[src/design/ttrf_pkg.sv]
// Shared types, constants and helper functions for the touch tap-repeat filter.
// Used by every module of the block; depends on nothing.
package ttrf_pkg;

  localparam int CoordBits = 16;
  localparam int CfgW      = 16;
  localparam int OtherW    = 8;
  localparam int ClockW    = 32;
  localparam int FlagW     = 4;

  // tdata holds the four flags, the other bits, x and y, padded to bytes
  localparam int PayW      = FlagW + OtherW + 2 * CoordBits;
  localparam int DataW     = ((PayW + 7) / 8) * 8;

  // distance compare width: one bit over the coordinate, at least the register
  localparam int DistW     = (CoordBits + 1 > CfgW) ? CoordBits + 1 : CfgW;

  localparam int QDepth    = 4;
  localparam int QPtrW     = $clog2(QDepth);
  localparam int QCntW     = $clog2(QDepth + 1);

  localparam int CfgAddrW  = 3;

  typedef enum logic [CfgAddrW-1:0] {
    CfgAreaX      = 3'd0,
    CfgAreaY      = 3'd1,
    CfgRepeat     = 3'd2,
    CfgHoldDelay  = 3'd3,
    CfgMoveStep   = 3'd4
  } cfg_idx_e;

  // sample class codes, {valid, down, prev_down, ignore}
  localparam logic [FlagW-1:0] ClsDown  = 4'b1100;
  localparam logic [FlagW-1:0] ClsUp    = 4'b1010;
  localparam logic [FlagW-1:0] ClsMove  = 4'b1110;
  localparam logic [FlagW-1:0] ClsHover = 4'b1000;

  typedef struct packed {
    logic [CfgW-1:0] area_x;
    logic [CfgW-1:0] area_y;
    logic [CfgW-1:0] repeat_interval;
    logic [CfgW-1:0] hold_delay;
    logic [CfgW-1:0] move_step;
  } cfg_t;

  typedef struct packed {
    logic                        valid_bit;
    logic                        down_bit;
    logic                        prev_down_bit;
    logic                        ignore_bit;
    logic [OtherW-1:0]           other_bits;
    logic signed [CoordBits-1:0] x;
    logic signed [CoordBits-1:0] y;
    logic                        from_hold;
    logic                        last_of_run;
  } res_t;

  // |a - b| <= lim, computed exactly without wrap
  function automatic logic near(input logic signed [CoordBits-1:0] a,
                                input logic signed [CoordBits-1:0] b,
                                input logic [CfgW-1:0] lim);
    logic signed [CoordBits:0] diff;
    logic [CoordBits:0]        mag;
    diff = {a[CoordBits-1], a} - {b[CoordBits-1], b};
    mag  = diff[CoordBits] ? (~diff + 1'b1) : diff;
    return DistW'(mag) <= DistW'(lim);
  endfunction

endpackage

[src/design/ttrf_cfg.sv]
// Configuration register file of the touch tap-repeat filter.
// Depends on ttrf_pkg for the register index codes and the cfg_t struct.
module ttrf_cfg (
  input  logic                            clk_i,
  input  logic                            rst_ni,
  input  logic                            we_i,
  input  logic [ttrf_pkg::CfgAddrW-1:0]   addr_i,
  input  logic [ttrf_pkg::CfgW-1:0]       data_i,
  output ttrf_pkg::cfg_t                  cfg_o
);
  import ttrf_pkg::*;

  cfg_t cfg_q, cfg_d;

  always_comb begin
    cfg_d = cfg_q;
    if (we_i) begin
      unique case (addr_i)
        CfgAreaX:     cfg_d.area_x          = data_i;
        CfgAreaY:     cfg_d.area_y          = data_i;
        CfgRepeat:    cfg_d.repeat_interval = data_i;
        CfgHoldDelay: cfg_d.hold_delay      = data_i;
        CfgMoveStep:  cfg_d.move_step       = data_i;
        default:      cfg_d = cfg_q;
      endcase
    end
  end

  always_ff @(posedge clk_i or negedge rst_ni) begin
    if (!rst_ni) begin
      cfg_q.area_x          <= CfgW'(16);
      cfg_q.area_y          <= CfgW'(16);
      cfg_q.repeat_interval <= CfgW'(300);
      cfg_q.hold_delay      <= CfgW'(100);
      cfg_q.move_step       <= CfgW'(5);
    end else begin
      cfg_q <= cfg_d;
    end
  end

  assign cfg_o = cfg_q;

endmodule

[src/design/ttrf_core.sv]
// Filter state and per-item decision logic: classifies an item, updates the
// hold, up and move records and produces zero, one or two results.
// Depends on ttrf_pkg.
module ttrf_core (
  input  logic                               clk_i,
  input  logic                               rst_ni,
  input  ttrf_pkg::cfg_t                     cfg_i,
  input  logic                               accept_i,
  input  logic                               cmd_i,
  input  logic [ttrf_pkg::FlagW-1:0]         flags_i,
  input  logic [ttrf_pkg::OtherW-1:0]        other_i,
  input  logic signed [ttrf_pkg::CoordBits-1:0] x_i,
  input  logic signed [ttrf_pkg::CoordBits-1:0] y_i,
  output logic [1:0]                         push_n_o,
  output ttrf_pkg::res_t                     res0_o,
  output ttrf_pkg::res_t                     res1_o
);
  import ttrf_pkg::*;

  logic                        pending_q, pending_d;
  logic [CfgW-1:0]             left_q, left_d;
  logic [ClockW-1:0]           clock_q, clock_d;
  logic [ClockW-1:0]           up_time_q, up_time_d;
  logic signed [CoordBits-1:0] up_x_q, up_x_d, up_y_q, up_y_d;
  logic signed [CoordBits-1:0] held_x_q, held_x_d, held_y_q, held_y_d;
  logic [OtherW-1:0]           held_oth_q, held_oth_d;
  logic signed [CoordBits-1:0] mv_x_q, mv_x_d, mv_y_q, mv_y_d;

  logic       near_up, near_mv_area, near_mv_step, recent;
  logic [ClockW-1:0] since_up;
  res_t       samp, held;
  logic [1:0] n;
  res_t       r0, r1;

  assign since_up     = clock_q - up_time_q;
  assign recent       = since_up <= ClockW'(cfg_i.repeat_interval);
  assign near_up      = near(x_i, up_x_q, cfg_i.area_x) && near(y_i, up_y_q, cfg_i.area_y);
  assign near_mv_area = near(x_i, mv_x_q, cfg_i.area_x) && near(y_i, mv_y_q, cfg_i.area_y);
  assign near_mv_step = near(x_i, mv_x_q, cfg_i.move_step) &&
                        near(y_i, mv_y_q, cfg_i.move_step);

  always_comb begin
    samp = '{valid_bit: flags_i[3], down_bit: flags_i[2], prev_down_bit: flags_i[1],
             ignore_bit: flags_i[0], other_bits: other_i, x: x_i, y: y_i,
             from_hold: 1'b0, last_of_run: 1'b0};
    held = '{valid_bit: 1'b1, down_bit: 1'b1, prev_down_bit: 1'b0, ignore_bit: 1'b0,
             other_bits: held_oth_q, x: held_x_q, y: held_y_q,
             from_hold: 1'b1, last_of_run: 1'b0};
  end

  always_comb begin
    pending_d  = pending_q;
    left_d     = left_q;
    clock_d    = clock_q;
    up_time_d  = up_time_q;
    up_x_d     = up_x_q;
    up_y_d     = up_y_q;
    held_x_d   = held_x_q;
    held_y_d   = held_y_q;
    held_oth_d = held_oth_q;
    mv_x_d     = mv_x_q;
    mv_y_d     = mv_y_q;
    n          = 2'd0;
    r0         = samp;
    r1         = samp;

    if (cmd_i) begin
      clock_d = clock_q + 1'b1;
      if (pending_q) begin
        if (left_q <= CfgW'(1)) begin
          pending_d = 1'b0;
          left_d    = '0;
          r0        = held;
          n         = 2'd1;
        end else begin
          left_d = left_q - 1'b1;
        end
      end
    end else begin
      case (flags_i)
        ClsDown: begin
          if (near_up && recent) begin
            // suspect repeat tap: hold it back, restart the count
            held_x_d   = x_i;
            held_y_d   = y_i;
            held_oth_d = other_i;
            pending_d  = 1'b1;
            left_d     = cfg_i.hold_delay;
          end else begin
            mv_x_d    = x_i;
            mv_y_d    = y_i;
            pending_d = 1'b0;
            n         = 2'd1;
          end
        end
        ClsUp: begin
          up_x_d    = x_i;
          up_y_d    = y_i;
          up_time_d = clock_q;
          pending_d = 1'b0;
          // a pending hold is cancelled and swallows the up
          if (!pending_q) n = 2'd1;
        end
        ClsMove: begin
          if (!(pending_q && near_mv_area)) begin
            if (pending_q) begin
              pending_d = 1'b0;
              r0        = held;
            end
            if (!near_mv_step) begin
              mv_x_d = x_i;
              mv_y_d = y_i;
              if (pending_q) r1 = samp;
              else           r0 = samp;
            end
            n = 2'({1'b0, pending_q} + {1'b0, !near_mv_step});
          end
        end
        ClsHover: n = 2'd0;
        default:  n = 2'd1;
      endcase
    end

    // mark the final result of this item
    if (n == 2'd1) r0.last_of_run = 1'b1;
    if (n == 2'd2) r1.last_of_run = 1'b1;
  end

  always_ff @(posedge clk_i or negedge rst_ni) begin
    if (!rst_ni) begin
      pending_q  <= 1'b0;
      left_q     <= '0;
      clock_q    <= '0;
      up_time_q  <= '0;
      up_x_q     <= '0;
      up_y_q     <= '0;
      held_x_q   <= '0;
      held_y_q   <= '0;
      held_oth_q <= '0;
      mv_x_q     <= '0;
      mv_y_q     <= '0;
    end else if (accept_i) begin
      pending_q  <= pending_d;
      left_q     <= left_d;
      clock_q    <= clock_d;
      up_time_q  <= up_time_d;
      up_x_q     <= up_x_d;
      up_y_q     <= up_y_d;
      held_x_q   <= held_x_d;
      held_y_q   <= held_y_d;
      held_oth_q <= held_oth_d;
      mv_x_q     <= mv_x_d;
      mv_y_q     <= mv_y_d;
    end
  end

  assign push_n_o = accept_i ? n : 2'd0;
  assign res0_o   = r0;
  assign res1_o   = r1;

endmodule

[src/design/ttrf_outq.sv]
// Result queue: takes up to two results per cycle, hands out one per cycle while ready_i is high.
// Depends on ttrf_pkg for res_t and the queue sizing.
module ttrf_outq (
  input  logic             clk_i,
  input  logic             rst_ni,
  input  logic [1:0]       push_n_i,
  input  ttrf_pkg::res_t   push0_i,
  input  ttrf_pkg::res_t   push1_i,
  output logic             room_o,
  output logic             valid_o,
  input  logic             ready_i,
  output ttrf_pkg::res_t   head_o
);
  import ttrf_pkg::*;

  res_t             ent_q [QDepth];
  logic [QPtrW-1:0] head_q, head_d;
  logic [QCntW-1:0] cnt_q, cnt_d;
  logic [QPtrW-1:0] tail0, tail1;
  logic             pop;

  assign pop    = valid_o && ready_i;
  assign tail0  = head_q + cnt_q[QPtrW-1:0];
  assign tail1  = tail0 + 1'b1;
  assign head_d = pop ? head_q + 1'b1 : head_q;
  assign cnt_d  = cnt_q + QCntW'(push_n_i) - QCntW'(pop);

  always_ff @(posedge clk_i) begin
    if (push_n_i != 2'd0) ent_q[tail0] <= push0_i;
    if (push_n_i == 2'd2) ent_q[tail1] <= push1_i;
  end

  always_ff @(posedge clk_i or negedge rst_ni) begin
    if (!rst_ni) begin
      head_q <= '0;
      cnt_q  <= '0;
    end else begin
      head_q <= head_d;
      cnt_q  <= cnt_d;
    end
  end

  // keep room for the two results one item may cause
  assign room_o  = cnt_q <= QCntW'(QDepth - 2);
  assign valid_o = cnt_q != '0;
  assign head_o  = ent_q[head_q];

endmodule

[src/design/touch_tap_repeat_filter.sv]
// Touch tap-repeat filter, top level: config registers, filter core, result queue.
// Results are registered in the result queue before they reach the master side.
// Throughput: one item per cycle while the queue has room; results leave singly
// from the four-entry result queue, which accepts with at least two free slots.
// Reset (rst_ni low, asynchronous) clears the filter state, empties the queue and
// loads the register defaults.
module touch_tap_repeat_filter (
  input  logic                         clk_i,
  input  logic                         rst_ni,
  input  logic                         cfg_we_i,
  input  logic [ttrf_pkg::CfgAddrW-1:0] cfg_addr_i,
  input  logic [ttrf_pkg::CfgW-1:0]    cfg_data_i,
  input  logic                         s_axis_tvalid_i,
  output logic                         s_axis_tready_o,
  // valid_bit, down_bit, prev_down_bit, ignore_bit, other_bits, pos_x, pos_y, zero pad
  input  logic [ttrf_pkg::DataW-1:0]   s_axis_tdata_i,
  // cmd
  input  logic                         s_axis_tuser_i,
  output logic                         m_axis_tvalid_o,
  input  logic                         m_axis_tready_i,
  // out_valid_bit, out_down_bit, out_prev_down_bit, out_ignore_bit, out_other_bits,
  // out_x, out_y, zero pad
  output logic [ttrf_pkg::DataW-1:0]   m_axis_tdata_o,
  // from_hold
  output logic                         m_axis_tuser_o,
  // last_of_run
  output logic                         m_axis_tlast_o
);
  import ttrf_pkg::*;

  cfg_t       cfg;
  logic       accept;
  logic [1:0] push_n;
  res_t       res0, res1, head;
  logic       room;

  localparam int XLo = FlagW + OtherW;
  localparam int YLo = XLo + CoordBits;

  ttrf_cfg u_cfg (
    .clk_i  (clk_i),
    .rst_ni (rst_ni),
    .we_i   (cfg_we_i),
    .addr_i (cfg_addr_i),
    .data_i (cfg_data_i),
    .cfg_o  (cfg)
  );

  assign s_axis_tready_o = room;
  assign accept          = s_axis_tvalid_i && room;

  ttrf_core u_core (
    .clk_i    (clk_i),
    .rst_ni   (rst_ni),
    .cfg_i    (cfg),
    .accept_i (accept),
    .cmd_i    (s_axis_tuser_i),
    .flags_i  ({s_axis_tdata_i[0], s_axis_tdata_i[1], s_axis_tdata_i[2], s_axis_tdata_i[3]}),
    .other_i  (s_axis_tdata_i[FlagW +: OtherW]),
    .x_i      (s_axis_tdata_i[XLo +: CoordBits]),
    .y_i      (s_axis_tdata_i[YLo +: CoordBits]),
    .push_n_o (push_n),
    .res0_o   (res0),
    .res1_o   (res1)
  );

  ttrf_outq u_outq (
    .clk_i    (clk_i),
    .rst_ni   (rst_ni),
    .push_n_i (push_n),
    .push0_i  (res0),
    .push1_i  (res1),
    .room_o   (room),
    .valid_o  (m_axis_tvalid_o),
    .ready_i  (m_axis_tready_i),
    .head_o   (head)
  );

  assign m_axis_tdata_o = DataW'({head.y, head.x, head.other_bits, head.ignore_bit,
                                  head.prev_down_bit, head.down_bit, head.valid_bit});
  assign m_axis_tuser_o = head.from_hold;
  assign m_axis_tlast_o = head.last_of_run;

endmodule

[config.mk]
export PLATFORM = sky130hd
export DESIGN_NAME = touch_tap_repeat_filter
export DESIGN_NICKNAME = d
export VERILOG_FILES = /design/src/design/ttrf_pkg.sv /design/src/design/ttrf_cfg.sv /design/src/design/ttrf_core.sv /design/src/design/ttrf_outq.sv /design/src/design/touch_tap_repeat_filter.sv
export SDC_FILE = /design/constraint.sdc
export NUM_CORES = 1
export LEC_CHECK = 0
export BUFFER_PORTS_ARGS = -buffer_cell sky130_fd_sc_hd__buf_2
export CAP_MARGIN = 20
export CELL_PAD_IN_SITES_DETAIL_PLACEMENT = 1
export CELL_PAD_IN_SITES_GLOBAL_PLACEMENT = 2
export CORE_MARGIN = 2
export CORE_UTILIZATION = 45
export DETAILED_ROUTE_END_ITERATION = 10
export GPL_TIMING_DRIVEN = 0
export PLACE_DENSITY_LB_ADDON = 0.1
export REMOVE_ABC_BUFFERS = 1
export SKIP_CTS_REPAIR_TIMING = 1
export SLEW_MARGIN = 20
export SYNTH_ARGS = -nofsm -noshare
export SYNTH_HDL_FRONTEND = slang
export SYNTH_SLANG_ARGS = --single-unit
[constraint.sdc]
create_clock -name clk_i -period 17.31 [get_ports clk_i]
set_input_delay 2.5965 -clock clk_i [delete_from_list [all_inputs] [get_ports clk_i]]
set_output_delay 2.5965 -clock clk_i [all_outputs]
set_load 0.05 [all_outputs]
==> impl_metrics.csv <==
group,metric,value,unit
setup_path,worstPathArrival,11.55,ns
sta,period_share,63.9,%
setup_path,crit_fanout,12,
job,maxCapViolations,0,
finish,drive_gt1_share,17.8,%
sta,hold_viol,0,
sta,post-route-min-period,11.07,ns
sta,setup_slack,6.24,ns
pwr,pwr-share-seq,24.2,%
clock_tree,worstSkewPairLatency,0.64,ns
global_routing,grt_pass1_wl,139,mm
setup_path,crit_path_start_kind,"input port",
setup_path,critPathTopFamily,"compound AO/OA/AOI/OAI gates",
clock_tree,htreeDepth,2,
finish,insertedDiodeCount,0,
synthesis,async_flop_share,59.5,%
clock_tree,clkSinkCount,454,
synthesis,synth_warnings,0,
pwr,p_clk_share,20.3,%
synthesis,netlist-cell-type-count,104,
setup_path,critPathMaxStageDelay,0.71,ns
clock_tree,clockBufferDepth,3,
floorplan,die_w,261,um
synthesis,synth_edf_count,180,
global_routing,grt_overflow_total,0,
synthesis,avgSynthCellArea,10.6,um^2
sta,setup_viol,0,
pwr,vdd_ir_drop_max,0.0900,mV
setup_path,crit_path_frequent_cell,"buf_4",
clock_tree,path_clk_slew,0.06,ns
route,wl_per_cell,23.0,um
clock_tree,cts_buffers,53,
floorplan,start_util,45.3,%
sta,fin_tns_setup,0,ns
placed_design,gp_congestion,0.862,
finish,synthToLayoutAreaGrowth,12.5,%
sta,rsz0062_at_grt,"no",
outcome,outcome,"finished, final reports clean",
sta,slew_violations,0,
synthesis,yosysSeqAreaShare,41.3,%
finish,nFillCells,7054,
setup_path,cp-end-kind,"register",
synthesis,ys.flop_type,"dfrtp_1",
clock_tree,cts-root-buf,"clkbuf_16",
synthesis,synthCells,2810,
sta,skew,0.0354,ns
finish,fin_nets,3200,
setup_path,crit_slowest_cell,"nor3_2",
sta,relSlewSlack,36.5,%
global_routing,grt_use_total,25.9,%
sta,max_freq,90.3,MHz
route,vias_per_cell,6.13,
setup_path,cp_data_required_time,17.79,ns
global_routing,antenna_found_initial,3,
pwr,p_int,0.00314,W
floorplan,num_rows,94,
route,route.detailed.drc,0,
setup_path,path_buf_inv,8,
pwr,power.density,168,nW/um^2
global_routing,grt_max_degree,91,
floorplan,core,65500,um^2
floorplan,dieArea,68000,um^2
hold_path,hold_path_class,"register to register",
route,routed-via-count,23337,
floorplan,die_y,261,um
route,drtIter0Drc,1417,
pwr,switching_share,44.1,%
floorplan,io_pins,125,
synthesis,synth_area,29600,um^2
route,drtPass1Iterations,5,
synthesis,yosys_register_bits,454,
pwr,leakagePower,14.3,nW
placed_design,pre_cts_ws,5.49,ns
finish,final_common_cell,"dfrtp_1",
finish,final_cell_mix,"dfrtp_1 (257), nand2_1 (221), ha_1 (220)",
placed_design,portBuffers,116,
placed_design,dp_hpwl,64.0,mm
route,finalWirelength,87.8,mm
sta,worst_pin_slew,0.951,ns
setup_path,worst-setup-path-type,"input port to register",
clock_tree,cts_tree,"yes",
global_routing,grt_pass1_vias,24671,
pwr,netSwitchingPower,0.00248,W
route,final_antenna_net_count,0,
pwr,p_comb_share,55.5,%
[metrics by stage]
step                area [um^2]  hold WS, ns  instances  util, %  total power [W]
floorplan                 29000        0.435       2684        -          0.00357
global placement          30700        0.445       3664     46.9          0.00430
detailed placement        31600        0.465       3709     48.2          0.00448
CTS                       33300        0.474       3809     50.9          0.00565
global route              33400        0.496       3810     50.9          0.00606
finish                    33400        0.480       3810     50.9          0.00562
[routing by layer]
metal | vias up | global-route usage (%) | wire [um] | part of all wire, %
met5 | - | 0 | 32 | 0.036
met4 | 4 | 9.05 | 2780 | 3.2
met3 | 158 | 3.15 | 3590 | 4.1
met2 | 508 | 43.9 | 42900 | 49
met1 | 11883 | 34.1 | 38500 | 44
li1 | 10784 | - | - | -
[cell type report]
class	count	area [um^2]	share of cell area (%)
tap	864	1080	3.24
multi-input combinational	2030	16200	48.4
clock inverter	27	327	0.979
sequential	454	12300	36.8
clock buffer	73	1430	4.29
inverter	200	753	2.26
timing repair buffer	162	1340	4.02
[synth_stat cells, drive strengths merged, types with 20 or more instances]
cell / number / share of area (%)
xor2: 49 / 1.4
o21a: 23 / 0.58
a22o: 45 / 1.3
nor2b: 28 / 0.62
mux2: 150 / 5.7
dfrtp: 259 / 22
nand3: 59 / 1.0
or2: 20 / 0.43
and3: 22 / 0.48
a211oi: 25 / 0.65
inv: 200 / 2.5
buf: 63 / 1.3
clkbuf: 66 / 0.84
o21ai: 191 / 3.2
nor2: 124 / 1.6
nand4: 43 / 0.91
nand2: 222 / 2.8
ha: 220 / 9.3
o211ai: 26 / 0.66
o31ai: 25 / 0.73
a32o: 123 / 4.2
a21oi: 132 / 2.3
a21o: 44 / 1.1
edfxtp: 180 / 18
nor3: 38 / 0.66
xnor2: 97 / 2.9
mux4: 46 / 3.5
[sequential cells by signal, indices dropped and copies added (netlist names)]
name and count:
u_core.clock_q 32, u_core.up_x_q 16, u_outq.head_q 2, u_core.held_x_q 16, u_outq.ent_q 184, u_core.pending_q 1
u_core.held_oth_q 8, u_core.mv_y_q 16, u_cfg.cfg_o 80, u_core.mv_x_q 16, u_core.left_q 16, u_core.up_time_q 32
u_outq.cnt_q 3, u_core.up_y_q 16, u_core.held_y_q 16
[worst min-delay path, stage by stage, from the launching register on]
cell     delay (ns)
dfxtp_1        0.31
nand2_1        0.06
mux2i_1        0.06
[power by group through the flow]
stage	combinational, W	sequential, W	clock, W
floorplan	0.00219	0.00138	0
global placement	0.00287	0.00142	0
detailed placement	0.00310	0.00138	0
CTS	0.00312	0.00136	0.00117
global route	0.00348	0.00138	0.00121
finish	0.00312	0.00136	0.00114
[worst paths after layout]
path,startpoint,endpoint,slack (ns),depth (start not counted)
worst max register to register,u_core.mv_x_q[0],u_outq.ent_q[0][24],8.27,32
worst max-delay path,s_axis_tdata_i[12],u_outq.ent_q[0][24],6.24,34
min in group asynchronous,rst_ni,u_core.clock_q[16],1.82,1
max in group asynchronous,rst_ni,u_core.up_y_q[9],14.33,3
worst min-delay path,u_outq.ent_q[0][1],u_outq.ent_q[0][1],0.48,2
worst min register to register,u_outq.ent_q[0][1],u_outq.ent_q[0][1],0.48,2
[kinds of logic (layout without fill, tap and decap cells)]
family	after synthesis	after routing	share of synthesized area, %
AO/OA/AOI/OAI	779	779	19.1
XOR/XNOR	146	146	4.34
adder cells (fa/ha/maj)	226	226	9.69
buffers and inverters	329	462	4.63
flip-flops	454	454	41.3
multiplexers	207	207	9.56
other	1	4	0.0126
AND/OR/NAND/NOR	668	668	11.3
(Power assumes the default switching activity.)
